<file path="src/rtl/core/pgrm_pkg.sv">
package pgrm_pkg;

	localparam int LEN_W = 16;
	localparam int PS_W = 20;
	localparam int PROD_W = LEN_W + PS_W;

	localparam logic [PS_W-1:0] PS_RESET = 20'd800;

	// Division by 1000 is a right shift by 3 followed by a division by 125.
	// The division by 125 multiplies by floor(2^32 / 125), which leaves the
	// quotient at most one below the true value; a remainder check fixes it.
	localparam int DIV_PRE_SHIFT = 3;
	localparam int DIV_Y_W = PROD_W - DIV_PRE_SHIFT;
	localparam int DIV_MULT_W = 26;
	localparam logic [DIV_MULT_W-1:0] DIV_MULT = 26'd34359738;
	localparam int DIV_SHIFT = 32;
	localparam int DIV_PROD_W = DIV_Y_W + DIV_MULT_W;
	localparam int QUOT_W = 27;
	localparam int REM_W = 8;
	localparam logic [REM_W-1:0] DIV_BY = 8'd125;

	typedef struct packed {
		logic has_prev;
		logic span_en;
	} pgrm_info_t;

endpackage

</file>
<file path="src/rtl/core/pgrm_ring.sv">
module pgrm_ring import pgrm_pkg::*; #(
	parameter int WINDOW = 30,
	parameter int TIME_BITS = 48
) (
	input  logic                 clk,
	input  logic                 arst_n,
	input  logic                 wr,
	input  logic [TIME_BITS-1:0] arrival,
	output logic [TIME_BITS-1:0] first_arrival,
	output pgrm_info_t           info
);

	localparam int PTR_W = (WINDOW > 1) ? $clog2(WINDOW) : 1;
	localparam int CNT_W = $clog2(WINDOW + 1);

	logic [TIME_BITS-1:0] mem [WINDOW];
	logic [TIME_BITS-1:0] rd_q;
	logic [PTR_W-1:0]     ptr_q;
	logic [PTR_W-1:0]     rd_addr;
	logic [PTR_W-1:0]     ptr_next;
	logic [CNT_W-1:0]     cnt_q;
	pgrm_info_t           info_q;

	assign ptr_next = (ptr_q == PTR_W'(WINDOW - 1)) ? '0 : ptr_q + 1'b1;
	assign rd_addr = ptr_next;

	// The entry after the write slot is the arrival from WINDOW-1 packets back.
	always_ff @(posedge clk) begin
		if (wr) begin
			mem[ptr_q] <= arrival;
			rd_q <= mem[rd_addr];
		end
	end

	always_ff @(posedge clk or negedge arst_n) begin
		if (!arst_n) begin
			ptr_q <= '0;
			cnt_q <= '0;
			info_q <= '0;
		end else if (wr) begin
			ptr_q <= ptr_next;
			if (cnt_q != CNT_W'(WINDOW)) begin
				cnt_q <= cnt_q + 1'b1;
			end
			info_q.has_prev <= (cnt_q != '0);
			info_q.span_en <= (cnt_q >= CNT_W'(WINDOW - 1));
		end
	end

	assign first_arrival = rd_q;
	assign info = info_q;

`ifndef SYNTHESIS
	a_span_needs_prev: assert property (@(posedge clk) disable iff (!arst_n)
		info_q.span_en |-> info_q.has_prev)
		else $error("span enabled without a previous packet");

	a_ptr_tracks_count: assert property (@(posedge clk) disable iff (!arst_n)
		(cnt_q < CNT_W'(WINDOW)) |-> (CNT_W'(ptr_q) == cnt_q))
		else $error("ring pointer out of step with fill count");

	a_ptr_in_range: assert property (@(posedge clk) disable iff (!arst_n)
		ptr_q <= PTR_W'(WINDOW - 1))
		else $error("ring pointer beyond the last entry");
`endif

endmodule

</file>
<file path="config.mk">
export PLATFORM = sky130hd
export DESIGN_NAME = pgrm_ring
export DESIGN_NICKNAME = d
export VERILOG_FILES = /design/src/rtl/core/pgrm_pkg.sv /design/src/rtl/core/pgrm_ring.sv
export SDC_FILE = /design/constraint.sdc
export NUM_CORES = 2
export LEC_CHECK = 0
export ABC_AREA = 1
export BUFFER_PORTS_ARGS = -buffer_cell sky130_fd_sc_hd__buf_2
export CAP_MARGIN = 20
export CORE_MARGIN = 8
export CORE_UTILIZATION = 40
export CTS_BUF_LIST = sky130_fd_sc_hd__clkbuf_8
export DETAILED_ROUTE_END_ITERATION = 16
export HOLD_SLACK_MARGIN = 0.15
export SKIP_CTS_REPAIR_TIMING = 1
export SKIP_LAST_GASP = 1
export SLEW_MARGIN = 30
export SYNTH_ARGS = -nofsm -noshare
export SYNTH_HDL_FRONTEND = slang
export SYNTH_SLANG_ARGS = --single-unit
</file>
<file path="constraint.sdc">
create_clock -name clk -period 6.3 [get_ports clk]
set_input_delay 0.63 -clock clk [delete_from_list [all_inputs] [get_ports clk]]
set_output_delay 0.63 -clock clk [all_outputs]
set_load 0.02 [all_outputs]
</file>
==> results.py <==
metrics = {
    "floorplan": {
        "floorplan.die.width_um": 418,
        "die_y_um": 418,
        "fp.coreArea_mm2": 0.161,
        "start_util": 0.403,
        "dieArea_mm2": 0.175,
        "std_cell_rows": 147,
        "io-pin-count": 101,
    },
    "sta": {
        "fin_crit_sh": 0.678,
        "worst_pin_slew_ps": 1050,
        "max_clock_freq_mhz": 234,
        "maxSlewViolCount": 0,
        "hold_violations": 0,
        "setup-violations-final": 0,
        "layout_min_cycle_time_ps": 4270,
        "setup_tns_ps": 0,
        "finClkSkew_ps": 26.8,
        "rsz0062_at_grt": "no",
        "timing.max_slew.rel_slack": 0.297,
    },
    "clock_network": {
        "root_buffer_cell": "clkbuf_8",
        "clock_sinks": 1500,
        "clock_path_buffers": 3,
        "worstSkewPairLatency_ps": 960,
        "htree_num_levels": 4,
        "cts_tree": "built",
        "clkSlewWorstSetupHoldPaths_ps": 60,
        "cts_buffers": 230,
    },
    "pwr": {
        "peakVddDrop_mv": 0.396,
        "power_density_mw_per_mm2": 399,
        "power.leakage_nw": 28.0,
    },
    "global_route": {
        "globalRouteTotalUtil": 0.211,
        "antenna_violations_before_repair": 11,
        "number_of_global_route_vias_before_repair": 41600,
        "first_pass_grt_wire_length_mm": 277,
        "gr-total-overflow": 0,
        "grt_max_degree": 226,
    },
    "drt": {
        "wire_per_inst_um": 23.0,
        "route.vias.total": 43600,
        "route.antenna.remaining_nets": 0,
        "drt_pre_antenna_iters": 6,
        "drcViolationCount": 0,
        "post_drt_via_cell_ratio": 5.31,
        "detail_route.wirelength_mm": 189,
        "drtIter0Drc": 4516,
    },
    "synth": {
        "synth-seq-cells": 1500,
        "ys_seq_area_frac": 0.695,
        "yosys.area.top_type_share": 0.691,
        "async_flop_share": 0.00800,
        "synth-edff-count": 1488,
        "synth.largest_area_cell": "edfxtp_1",
        "synthesis.nets": 5833,
        "number_of_distinct_standard_cells_referenced_by_the_synthesized_netlist": 29,
        "synth_top_cells_by_area": "edfxtp_1 69%, nand3_1 8.9%, nand2_1 5.4%",
        "synth.most_common_cell": "edfxtp_1",
        "synthesis.instances": 5774,
        "synthesis.area_per_instance_um2": 11.2,
        "synth_ff_type": "edfxtp_1",
        "synth_common_cells": "1,488 x edfxtp_1, 1,153 x nand3_1, 932 x nand2_1, 708 x inv_1, 572 x nor2_1",
        "synth_area_mm2": 0.0647,
        "yosys_warnings": 0,
    },
    "finish": {
        "finalCoreUtilization": 0.449,
        "final-instance-count-excl-fill": 8204,
        "fillers": 14600,
        "area_growth_syn_to_layout_pct": 11.4,
        "finish.net_count": 5916,
        "drive_above_1_share": 0.106,
    },
    "place": {
        "io_buffer_count": 100,
        "dpl.hpwl_mm": 92.3,
        "inst_count_dp": 7754,
        "gpl.final_weighted_congestion": 0.779,
    },
    "setup_path": {
        "setup.worst_path.class": "reg -> reg",
        "worstPathMaxFanout": 200,
        "crit_arrival_ps": 4960,
        "worstSetupEndpointType": "flop",
        "critical_path.startpoint_type": "flop",
        "required_ps": 6990,
    },
    "worst_hold_path": {
        "min_path_type": "in -> reg",
    },
    "flow_run": {
        "cap_viol_max_count": 0,
    },
    "outcome": {
        "run_status": "complete, no violations",
    },
}
## logic make-up (layout without fill, tap and decap cells)
kind of cell | Yosys count | count (layout) | synth area share
AO/OA/AOI/OAI | 132 | 132 | 0.0147
XOR/XNOR | 4 | 4 | 0.000542
adder cells (fa/ha/maj) | 8 | 8 | 0.00155
buffers and inverters | 1082 | 1344 | 0.0685
flip-flops | 1500 | 1500 | 0.695
other | 0 | 8 | 0
AND/OR/NAND/NOR | 3048 | 3048 | 0.219
## final cells by class
class,instances,area (um2),share of cell area
multi-input combinational,3192,15600,0.216
inverter,710,2680,0.0373
antenna,8,20.0,0.000278
tap,2160,2700,0.0375
clock inverter,175,736,0.0102
clock buffer,236,3250,0.0451
timing repair buffer,223,2090,0.0291
sequential,1500,45000,0.625
## per-stage QoR
stage | area (um2) | total power, mW | worst slack (ps) | hold WS, ps
after floorplan | 64700 | 18.2 | 2390 | 334
after global placement | 67500 | 21.6 | 2100 | 457
after detailed placement | 67700 | 21.7 | 2160 | 461
after CTS | 71700 | 28.9 | 2120 | -499
after global routing | 72000 | 30.1 | 1870 | 150
final | 72000 | 28.7 | 2030 | 179
## registers in the layout, indices dropped and copies added, names as in the netlist
| register | cells |
|---|---|
| mem | 1440 |
| info | 2 |
| first_arrival | 48 |
| cnt_q | 5 |
| ptr_q | 5 |
## routing by layer
metal | share of wire | GRT usage | wire length [um]
met1 | 0.42 | 0.279 | 79200
met2 | 0.47 | 0.351 | 89600
met3 | 0.073 | 0.0395 | 13800
met4 | 0.033 | 0.0694 | 6230
met5 | 0.00025 | 0 | 47
## cell usage in the layout (no fill, tap or decap), types with 2 or more instances in the layout
cell           Yosys  routed
edfxtp_1        1488    1488
nand3_1         1153    1153
nand2_1          932     930
inv_1            708     814
nor2_1           572     541
nand3b_1         240     240
clkbuf_8           0     236
or2_2            144     144
buf_2            199      99
o2111ai_1         75      75
o21ai_0           53      53
buf_4             28      47
clkinv_1           0      46
buf_12             0      36
nor2_4             1      32
dlygate4sd3_1      0      30
clkinv_2           0      12
dfrtp_1           12      11
diode_2            0       8
ha_1               8       7
buf_16             0       6
xor2_1             4       4
inv_6              0       4
buf_6              2       4
inv_8              0       3
clkinvlp_4         0       3
nand2_8            0       2
nand2_4            1       2
## worst paths after layout
check	startpoint	to	slack, ps	cells past startpoint
min in group asynchronous	arst_n	cnt_q[2]	820	3
worst min register to register	cnt_q[4]	cnt_q[4]	480	1
max in group asynchronous	arst_n	ptr_q[0]	4880	3
worst max register to register	ptr_q[0]	first_arrival[23]	2030	10
worst min-delay path	arrival[19]	mem[9][19]	180	1
worst max-delay path	ptr_q[0]	first_arrival[23]	2030	10
## worst max-delay path: stages (launching register included)
cell and delay [ps]:
dfrtp_4 690, inv_8 740, buf_12 630, buf_12 680, nand3_1 160, nand3_1 140, nand3_1 140, nand3_1 150
nand2_1 60, nand2_1 50, nand2_1 90
## where the power goes
group / total [mW] / switching (mW) / internal, mW
clock network: 7.22 / 3.75 / 3.48
registers: 12.1 / 0.316 / 11.8
logic: 9.39 / 6.84 / 2.56
Power figures use the tool's default switching activity.
