`src/rtl/core/pgrm_pkg.sv`:
```
package pgrm_pkg;

	localparam int LEN_W = 16;
	localparam int PS_W = 20;
	localparam int PROD_W = LEN_W + PS_W;

	localparam logic [PS_W-1:0] PS_RESET = 20'd800;

	// Division by 1000 is a right shift by 3 followed by a division by 125.
	// The division by 125 multiplies by floor(2^32 / 125), which leaves the
	// quotient at most one below the true value; a remainder check fixes it.
	localparam int DIV_PRE_SHIFT = 3;
	localparam int DIV_Y_W = PROD_W - DIV_PRE_SHIFT;
	localparam int DIV_MULT_W = 26;
	localparam logic [DIV_MULT_W-1:0] DIV_MULT = 26'd34359738;
	localparam int DIV_SHIFT = 32;
	localparam int DIV_PROD_W = DIV_Y_W + DIV_MULT_W;
	localparam int QUOT_W = 27;
	localparam int REM_W = 8;
	localparam logic [REM_W-1:0] DIV_BY = 8'd125;

	typedef struct packed {
		logic has_prev;
		logic span_en;
	} pgrm_info_t;

endpackage

```
`src/rtl/core/pgrm_stats.sv`:
```
module pgrm_stats import pgrm_pkg::*; #(
	parameter int TIME_BITS = 48
) (
	input  logic                        clk,
	input  logic                        arst_n,
	input  logic                        upd,
	input  logic [LEN_W-1:0]            len,
	input  pgrm_info_t                  info,
	input  logic signed [TIME_BITS:0]   gap,
	input  logic [TIME_BITS-1:0]        span,
	output logic [LEN_W-1:0]            min_length,
	output logic [LEN_W-1:0]            max_length,
	output logic                        gap_valid,
	output logic signed [TIME_BITS:0]   min_gap_ns,
	output logic signed [TIME_BITS:0]   max_gap_ns,
	output logic                        span_valid,
	output logic [TIME_BITS-1:0]        min_span_ns,
	output logic [TIME_BITS-1:0]        max_span_ns
);

	logic [LEN_W-1:0]          min_len_q;
	logic [LEN_W-1:0]          max_len_q;
	logic                      gap_valid_q;
	logic signed [TIME_BITS:0] min_gap_q;
	logic signed [TIME_BITS:0] max_gap_q;
	logic                      span_valid_q;
	logic [TIME_BITS-1:0]      min_span_q;
	logic [TIME_BITS-1:0]      max_span_q;

	always_ff @(posedge clk or negedge arst_n) begin
		if (!arst_n) begin
			min_len_q <= '1;
			max_len_q <= '0;
			gap_valid_q <= 1'b0;
			min_gap_q <= '0;
			max_gap_q <= '0;
			span_valid_q <= 1'b0;
			min_span_q <= '0;
			max_span_q <= '0;
		end else if (upd) begin
			if (len < min_len_q) begin
				min_len_q <= len;
			end
			if (len > max_len_q) begin
				max_len_q <= len;
			end
			if (info.has_prev) begin
				gap_valid_q <= 1'b1;
				if (!gap_valid_q || (gap < min_gap_q)) begin
					min_gap_q <= gap;
				end
				if (!gap_valid_q || (gap > max_gap_q)) begin
					max_gap_q <= gap;
				end
			end
			if (info.span_en) begin
				span_valid_q <= 1'b1;
				if (!span_valid_q || (span < min_span_q)) begin
					min_span_q <= span;
				end
				if (!span_valid_q || (span > max_span_q)) begin
					max_span_q <= span;
				end
			end
		end
	end

	assign min_length = min_len_q;
	assign max_length = max_len_q;
	assign gap_valid = gap_valid_q;
	assign min_gap_ns = min_gap_q;
	assign max_gap_ns = max_gap_q;
	assign span_valid = span_valid_q;
	assign min_span_ns = min_span_q;
	assign max_span_ns = max_span_q;

`ifndef SYNTHESIS
	a_len_order: assert property (@(posedge clk) disable iff (!arst_n)
		upd |=> (min_len_q <= max_len_q))
		else $error("length minimum above maximum");

	a_gap_order: assert property (@(posedge clk) disable iff (!arst_n)
		gap_valid_q |-> (min_gap_q <= max_gap_q))
		else $error("gap minimum above maximum");

	a_span_after_gap: assert property (@(posedge clk) disable iff (!arst_n)
		span_valid_q |-> (gap_valid_q && (min_span_q <= max_span_q)))
		else $error("span statistics inconsistent");
`endif

endmodule

```
`config.mk`:
```
export PLATFORM = sky130hd
export DESIGN_NAME = pgrm_stats
export DESIGN_NICKNAME = d
export VERILOG_FILES = /design/src/rtl/core/pgrm_pkg.sv /design/src/rtl/core/pgrm_stats.sv
export SDC_FILE = /design/constraint.sdc
export NUM_CORES = 1
export LEC_CHECK = 0
export BUFFER_PORTS_ARGS = -buffer_cell sky130_fd_sc_hd__buf_2
export CAP_MARGIN = 20
export CELL_PAD_IN_SITES_DETAIL_PLACEMENT = 2
export CELL_PAD_IN_SITES_GLOBAL_PLACEMENT = 2
export CORE_UTILIZATION = 35
export DETAILED_ROUTE_END_ITERATION = 8
export PLACE_DENSITY_LB_ADDON = 0.1
export SETUP_SLACK_MARGIN = 0.02
export SYNTH_ARGS = -nofsm -noshare
export SYNTH_HDL_FRONTEND = slang
export SYNTH_SLANG_ARGS = --single-unit
export TNS_END_PERCENT = 100
```
`constraint.sdc`:
```
create_clock -name clk -period 3.76 [get_ports clk]
set_clock_uncertainty 0.2 [all_clocks]
set_input_delay 0.376 -clock clk [delete_from_list [all_inputs] [get_ports clk]]
set_output_delay 0.376 -clock clk [all_outputs]
set_load 0.02 [all_outputs]
```
==> results of run 1 <==
==> timing repair <==
item | CTS | global route
hold endpoints to repair | 309 | 0
hold buffers | 114 | 0
gates resized for setup | 0 | 0
==> through the flow <==
step                hold WS (ns)  std cells  area [sq um]
CTS                       0.0705       2304         18800
global placement           0.254       2135         16700
detailed placement         0.254       2135         16700
finish                     0.115       2307         18800
floorplan                 -0.120       1274         14200
global route               0.113       2307         18800
==> metal layers <==
metal	part of all wire, %	track usage (%)	vias up
met5	0	0	-
met1	43	29.0	5794
met2	49	41.4	260
li1	-	-	5441
met3	4.9	5.00	84
met4	3.3	7.68	0
==> path summary, 6_finish.rpt <==
| path | depth (start not counted) | end | startpoint |
|---|---|---|---|
| min | 3 | span_valid$_DFFE_PN0P_ | info[0] |
| max | 11 | min_gap_ns[42]$_DFFE_PN0P_ | gap[40] |
| max reg2reg | 10 | min_gap_ns[42]$_DFFE_PN0P_ | min_gap_ns[48]$_DFFE_PN0P_ |
| min in group asynchronous | 2 | min_span_ns[39]$_DFFE_PN0P_ | arst_n |
| min reg2reg | 1 | min_gap_ns[40]$_DFFE_PN0P_ | min_gap_ns[40]$_DFFE_PN0P_ |
| max in group asynchronous | 3 | min_length[2]$_DFFE_PN1P_ | arst_n |
==> synth_stat cells (16+ instances only) <==
cell / instances / area [sq um]
a21oi_1: 72 / 360
o21ai_0: 25 / 125
a21o_1: 40 / 300
ha_1: 223 / 2790
mux2_4: 16 / 240
dfstp_2: 16 / 420
dfrtp_1: 212 / 5310
nand4_1: 40 / 250
nand2_1: 37 / 139
mux2_2: 195 / 2200
nor2_1: 16 / 60.1
inv_1: 230 / 863
==> critical path, delay by kind of cell <==
family | cells | cell delay, ns
compound gates | 3 | 0.51
fa+ha+maj | 1 | 0.32
buf+inv | 3 | 1.02
mux | 1 | 0.38
simple gates | 3 | 1.00
==> layout make-up <==
class	instances	area [sq um]	area share, %
inverters	230	863	4.59
clock buffers	51	931	4.94
well taps	525	657	3.49
multi-input cells	793	7500	39.8
diodes	3	7.51	0.0399
clock inverters	4	73.8	0.392
flip-flops and latches	228	5730	30.4
repair buffers	473	3070	16.3
==> sequential cells by signal, summed over array words and instances, names as in the netlist <==
signal	flops
min_gap_ns	49
max_gap_ns	49
max_span_ns	48
span_valid	1
min_span_ns	48
min_length	16
max_length	16
gap_valid	1
==> cells by family after synthesis <==
group | count (synthesis) | synth area share [%]
AOI/OAI and AO/OA | 194 | 8.89
adders and majority gates | 223 | 19.6
buffers and inverters | 253 | 7.21
DFF | 228 | 40.3
muxes | 226 | 18.3
and+or+nand+nor | 150 | 5.69
==> power by group <==
group / internal, uW / total (uW) / switching [uW]
logic: 3690 / 8820 / 5120
registers: 3790 / 4880 / 1100
clock network: 1800 / 2950 / 1150
==> reports/metrics.cfg, run 1 <==
[setup_path]
crit_fanout = 19
required_ns = 4.00
worst_path_max_delay_cell = dlygate4sd3_1
critPathLaunchType = input port
crit_arrival_ns = 3.62
critPathKind = input port to flip-flop
cpPeakStageDelay_ns = 0.53
crit_chain = dlygate4sd3_1, buf_2, ha_1, nand4_1, nor4_2, and4_1, a21boi_1, o211ai_1, o211ai_4, buf_4, mux2_1
rrSetupSlack_ns = 0.45
cp-end-kind = flip-flop

[floorplanning]
die_h_um = 204
core-area_sq_um = 39900
die_area_sq_um = 41400
fp.dieW_um = 204
io_pins = 346
start_util_pct = 35.6
rows = 73

[layout]
utilization_pct = 47.2
final_cell_mix = buf_2, inv_1, ha_1
n_fill_cell = 4064
nets = 2097
drive_above_1_share_pct = 36.0
final_common_cell = buf_2
syn_to_final_growth_pct = 32.4

[detailed_routing]
wl_per_cell_um = 21.2
vias = 11579
ant_nets = 0
finalWirelength_um = 49000
drt_iter0_drc = 286
viasPerCell = 5.02
drc = 0
drt_pass1_iterations = 4

[placement]
io_buffers = 345
hpwl_um = 34500
place_congestion = 0.818
place_ws_ns = 0.336

[grt]
grt_pass1_wl_um = 76600
grt_pass1_vias = 13267
antenna_found_initial = 3
grt_use_total_pct = 23.7
grt-ovfl-total = 0
grt_max_degree = 87

[clocking]
h-tree-depth = 1
postCtsSetupRepairBufs = 0
cts_root_buf = clkbuf_16
numCtsBuffers = 30
cts_tree = built
path_clk_slew_ns = 0.06
cts_num_sinks = 228
clk_latency_ns = 0.58
cts_buffer_depth = 3

[synth]
synth_flop_cell = dfrtp_1
ys_types = 56
ys_seq_area_share_pct = 40.3
synthArstFlopShare_pct = 100
netlist_area_sq_um = 14200
synthCells = 1274
synth-edff-count = 0
syn-num-nets = 1615
synth_seq_cells = 228
synth_warnings = 0
avgSynthCellArea_sq_um = 11.2

[pwr]
power.leakage_uw = 0.00980
p_per_area_nw_per_um2 = 884
p_total_uw = 16600
ir_worst_vdd_mv = 0.374

[timing]
layout_min_cycle_time_ns = 3.39
worst_slew_margin_rel_pct = 50.8
rsz0062_at_grt = no
finalMaxSlewViolations = 0
setup_violations = 0
period_share_pct = 90.1
fmax_ghz = 0.295
worstMarginPinSlew_ns = 0.738
setup_slack_ns = 0.374
finalHoldViolCount = 0
setup-tns-final_ns = 0

[worst_hold_path]
hp-class = input port to flip-flop

[status]
outcome = finished, final reports clean

[flow_run]
cap_violations = 0

(Power assumes the default switching activity.)
==> run 2: changes to the inputs <==
ABC_AREA = 1   (was default)
CORE_UTILIZATION = 31   (was 35)
==> reports/metrics.cfg, run 2 <==
[grt]
grt-ovfl-total = 0
grt_pass1_vias = 17246
antenna_found_initial = 7
grt_pass1_wl_um = 95400
grt_use_total_pct = 24.4
grt_max_degree = 101

[detailed_routing]
drc = 0
viasPerCell = 4.99
drt_pass1_iterations = 4
vias = 15260
wl_per_cell_um = 19.6
drt_iter0_drc = 504
finalWirelength_um = 60000
ant_nets = 0

[synth]
ys_types = 37
synth_top_cell_by_area = dfrtp_1
synthCells = 1968
synth_top_area_share_pct = 35.3
avgSynthCellArea_sq_um = 7.63
netlist_area_sq_um = 15000
synth.top_cells.by_count = nand2_1, inv_1, nand3_1
synth-edff-count = 0
synth_area_leaders = dfrtp_1, ha_1, nand2_1, nand3_1, inv_1
synth_warnings = 0
synthArstFlopShare_pct = 100
ys_seq_area_share_pct = 38.1
syn-num-nets = 2309
synth_seq_cells = 228
synthMostInstantiatedCell = nand2_1
synth_flop_cell = dfrtp_1

[clocking]
cts_num_sinks = 228
cts_root_buf = clkbuf_16
path_clk_slew_ns = 0.06
ctsResizeCount = 0
numCtsBuffers = 31
clk_latency_ns = 0.58
h-tree-depth = 1
cts_tree = built
postCtsSetupRepairBufs = 0
cts_buffer_depth = 3

[floorplanning]
die_h_um = 222
core-area_sq_um = 47700
fp.dieW_um = 222
die_area_sq_um = 49300
io_pins = 346
start_util_pct = 31.5
rows = 80

[timing]
setup_violations = 0
layout_min_cycle_time_ns = 3.09
period_share_pct = 82.1
finalMaxSlewViolations = 0
worst_slew_margin_rel_pct = 38.8
worstMarginPinSlew_ns = 0.917
rsz0062_at_grt = no
fmax_ghz = 0.324
setup-tns-final_ns = 0
finalHoldViolCount = 0

[pwr]
p_clk_share_pct = 18.4
power.leakage_uw = 0.0111
combPwrFrac_pct = 53.6
seq_power_share_pct = 28.0
p_switching_uw = 8440
ir_worst_vdd_mv = 0.377
p_per_area_nw_per_um2 = 868
switching_share_pct = 49.6
p_int_uw = 8570
p_total_uw = 17000

[setup_path]
crit_fanout = 49
critPathLaunchType = input port
required_ns = 4.07
worst_path_max_delay_cell = dlygate4sd3_1
critPathKind = input port to flip-flop
cpPeakStageDelay_ns = 0.56
crit_arrival_ns = 3.39
crit_chain = dlygate4sd3_1, buf_2, ha_1, nand2_1, nor2_1, nand4_1, nor3_1, nand2_1, nand2_1, nand2_1, nand3_2, buf_4, nand3_1, nand2_1
cp-end-kind = flip-flop
cp_common_cell = nand2_1

[layout]
syn_to_final_growth_pct = 30.4
drive_above_1_share_pct = 18.6
multi_input_area_sq_um = 7840
n_fill_cell = 5551
final_common_cell = nand2_1
final_cell_mix = nand2_1, buf_2, inv_1
regArea_sq_um = 5730
nets = 2755

[placement]
place_congestion = 0.801
io_buffers = 345
hpwl_um = 43200

[worst_hold_path]
hp-class = input port to flip-flop

[flow_run]
cap_violations = 0

[status]
outcome = finished, final reports clean

==> run 2: cell type report <==
cell class                 count  area share [%]
clock buffer                  45            4.74
antenna                        5          0.0639
tap                          615            3.93
clock inverter                12           0.709
inverter                     284            5.45
sequential                   228            29.2
multi-input combinational   1387            40.0
timing repair buffer         482            15.9
==> run 2: final timing paths <==
kind                                            start                         end  slack, ns  depth (start not counted)
max in group asynchronous                      arst_n  min_length[15]$_DFFE_PN1P_       2.11                          3
min                                               upd   min_length[7]$_DFFE_PN1P_       0.11                          4
max                                           gap[24]  max_gap_ns[28]$_DFFE_PN0P_       0.67                         14
max reg2reg                max_gap_ns[24]$_DFFE_PN0P_  max_gap_ns[28]$_DFFE_PN0P_       0.73                         13
min reg2reg                 min_length[9]$_DFFE_PN1P_   min_length[9]$_DFFE_PN1P_       0.28                          2
min in group asynchronous                      arst_n   min_gap_ns[2]$_DFFE_PN0P_       0.23                          2
==> run 2: per-layer routing <==
layer | vias to the layer above | global-route usage, % | wire [um]
li1 | 7212 | - | -
met1 | 7679 | 29.0 | 25100
met2 | 272 | 44.1 | 30600
met3 | 93 | 4.41 | 2660
met4 | 4 | 7.62 | 1680
met5 | - | 0 | 23
==> run 2: stage by stage <==
step / hold slack, ns / cell area (sq um) / utilization [%] / std cells / setup WS, ns
3_3_place_gp: 0.259 / 17400 / 36.4 / 2882 / 0.691
5_1_grt: 0.109 / 19600 / 41.0 / 3058 / 0.471
6_report: 0.115 / 19600 / 41.0 / 3058 / 0.673
3_5_place_dp: 0.268 / 17400 / 36.4 / 2882 / 0.642
4_1_cts: 0.0835 / 19600 / 41.0 / 3053 / 0.642
2_1_floorplan: -0.120 / 15000 / - / 1968 / 1.42
==> run 2: power by group through the flow <==
stage	Clock (uW)	Sequential, uW	Combinational [uW]
final	3120	4770	9120
after detailed placement	0	4800	9060
after global placement	0	4740	8620
after floorplan	0	6010	4290
after global routing	3290	4940	10200
after CTS	3230	4780	9250
==> run 2: timing repair <==
action | in CTS | in global routing
hold endpoints to repair | 318 | 0
setup endpoints to repair | 0 | 0
hold buffers | 114 | 0
==> run 2: logic make-up (layout without fill, tap and decap cells) <==
kind of cell	Yosys count	after routing	share of synthesized area (%)
AOI/OAI and AO/OA	140	140	4.98
other	0	5	0
DFF	228	228	38.1
adders and majority gates	223	223	18.6
buffers and inverters	353	823	9.73
and+or+nand+nor	1024	1024	28.6
==> run 2: worst max-delay path, delay by kind of cell <==
family | cells | cell delay, ns
adder cells (fa/ha/maj) | 1 | 0.30
buffers and inverters | 3 | 1.27
AND/OR/NAND/NOR | 10 | 1.44
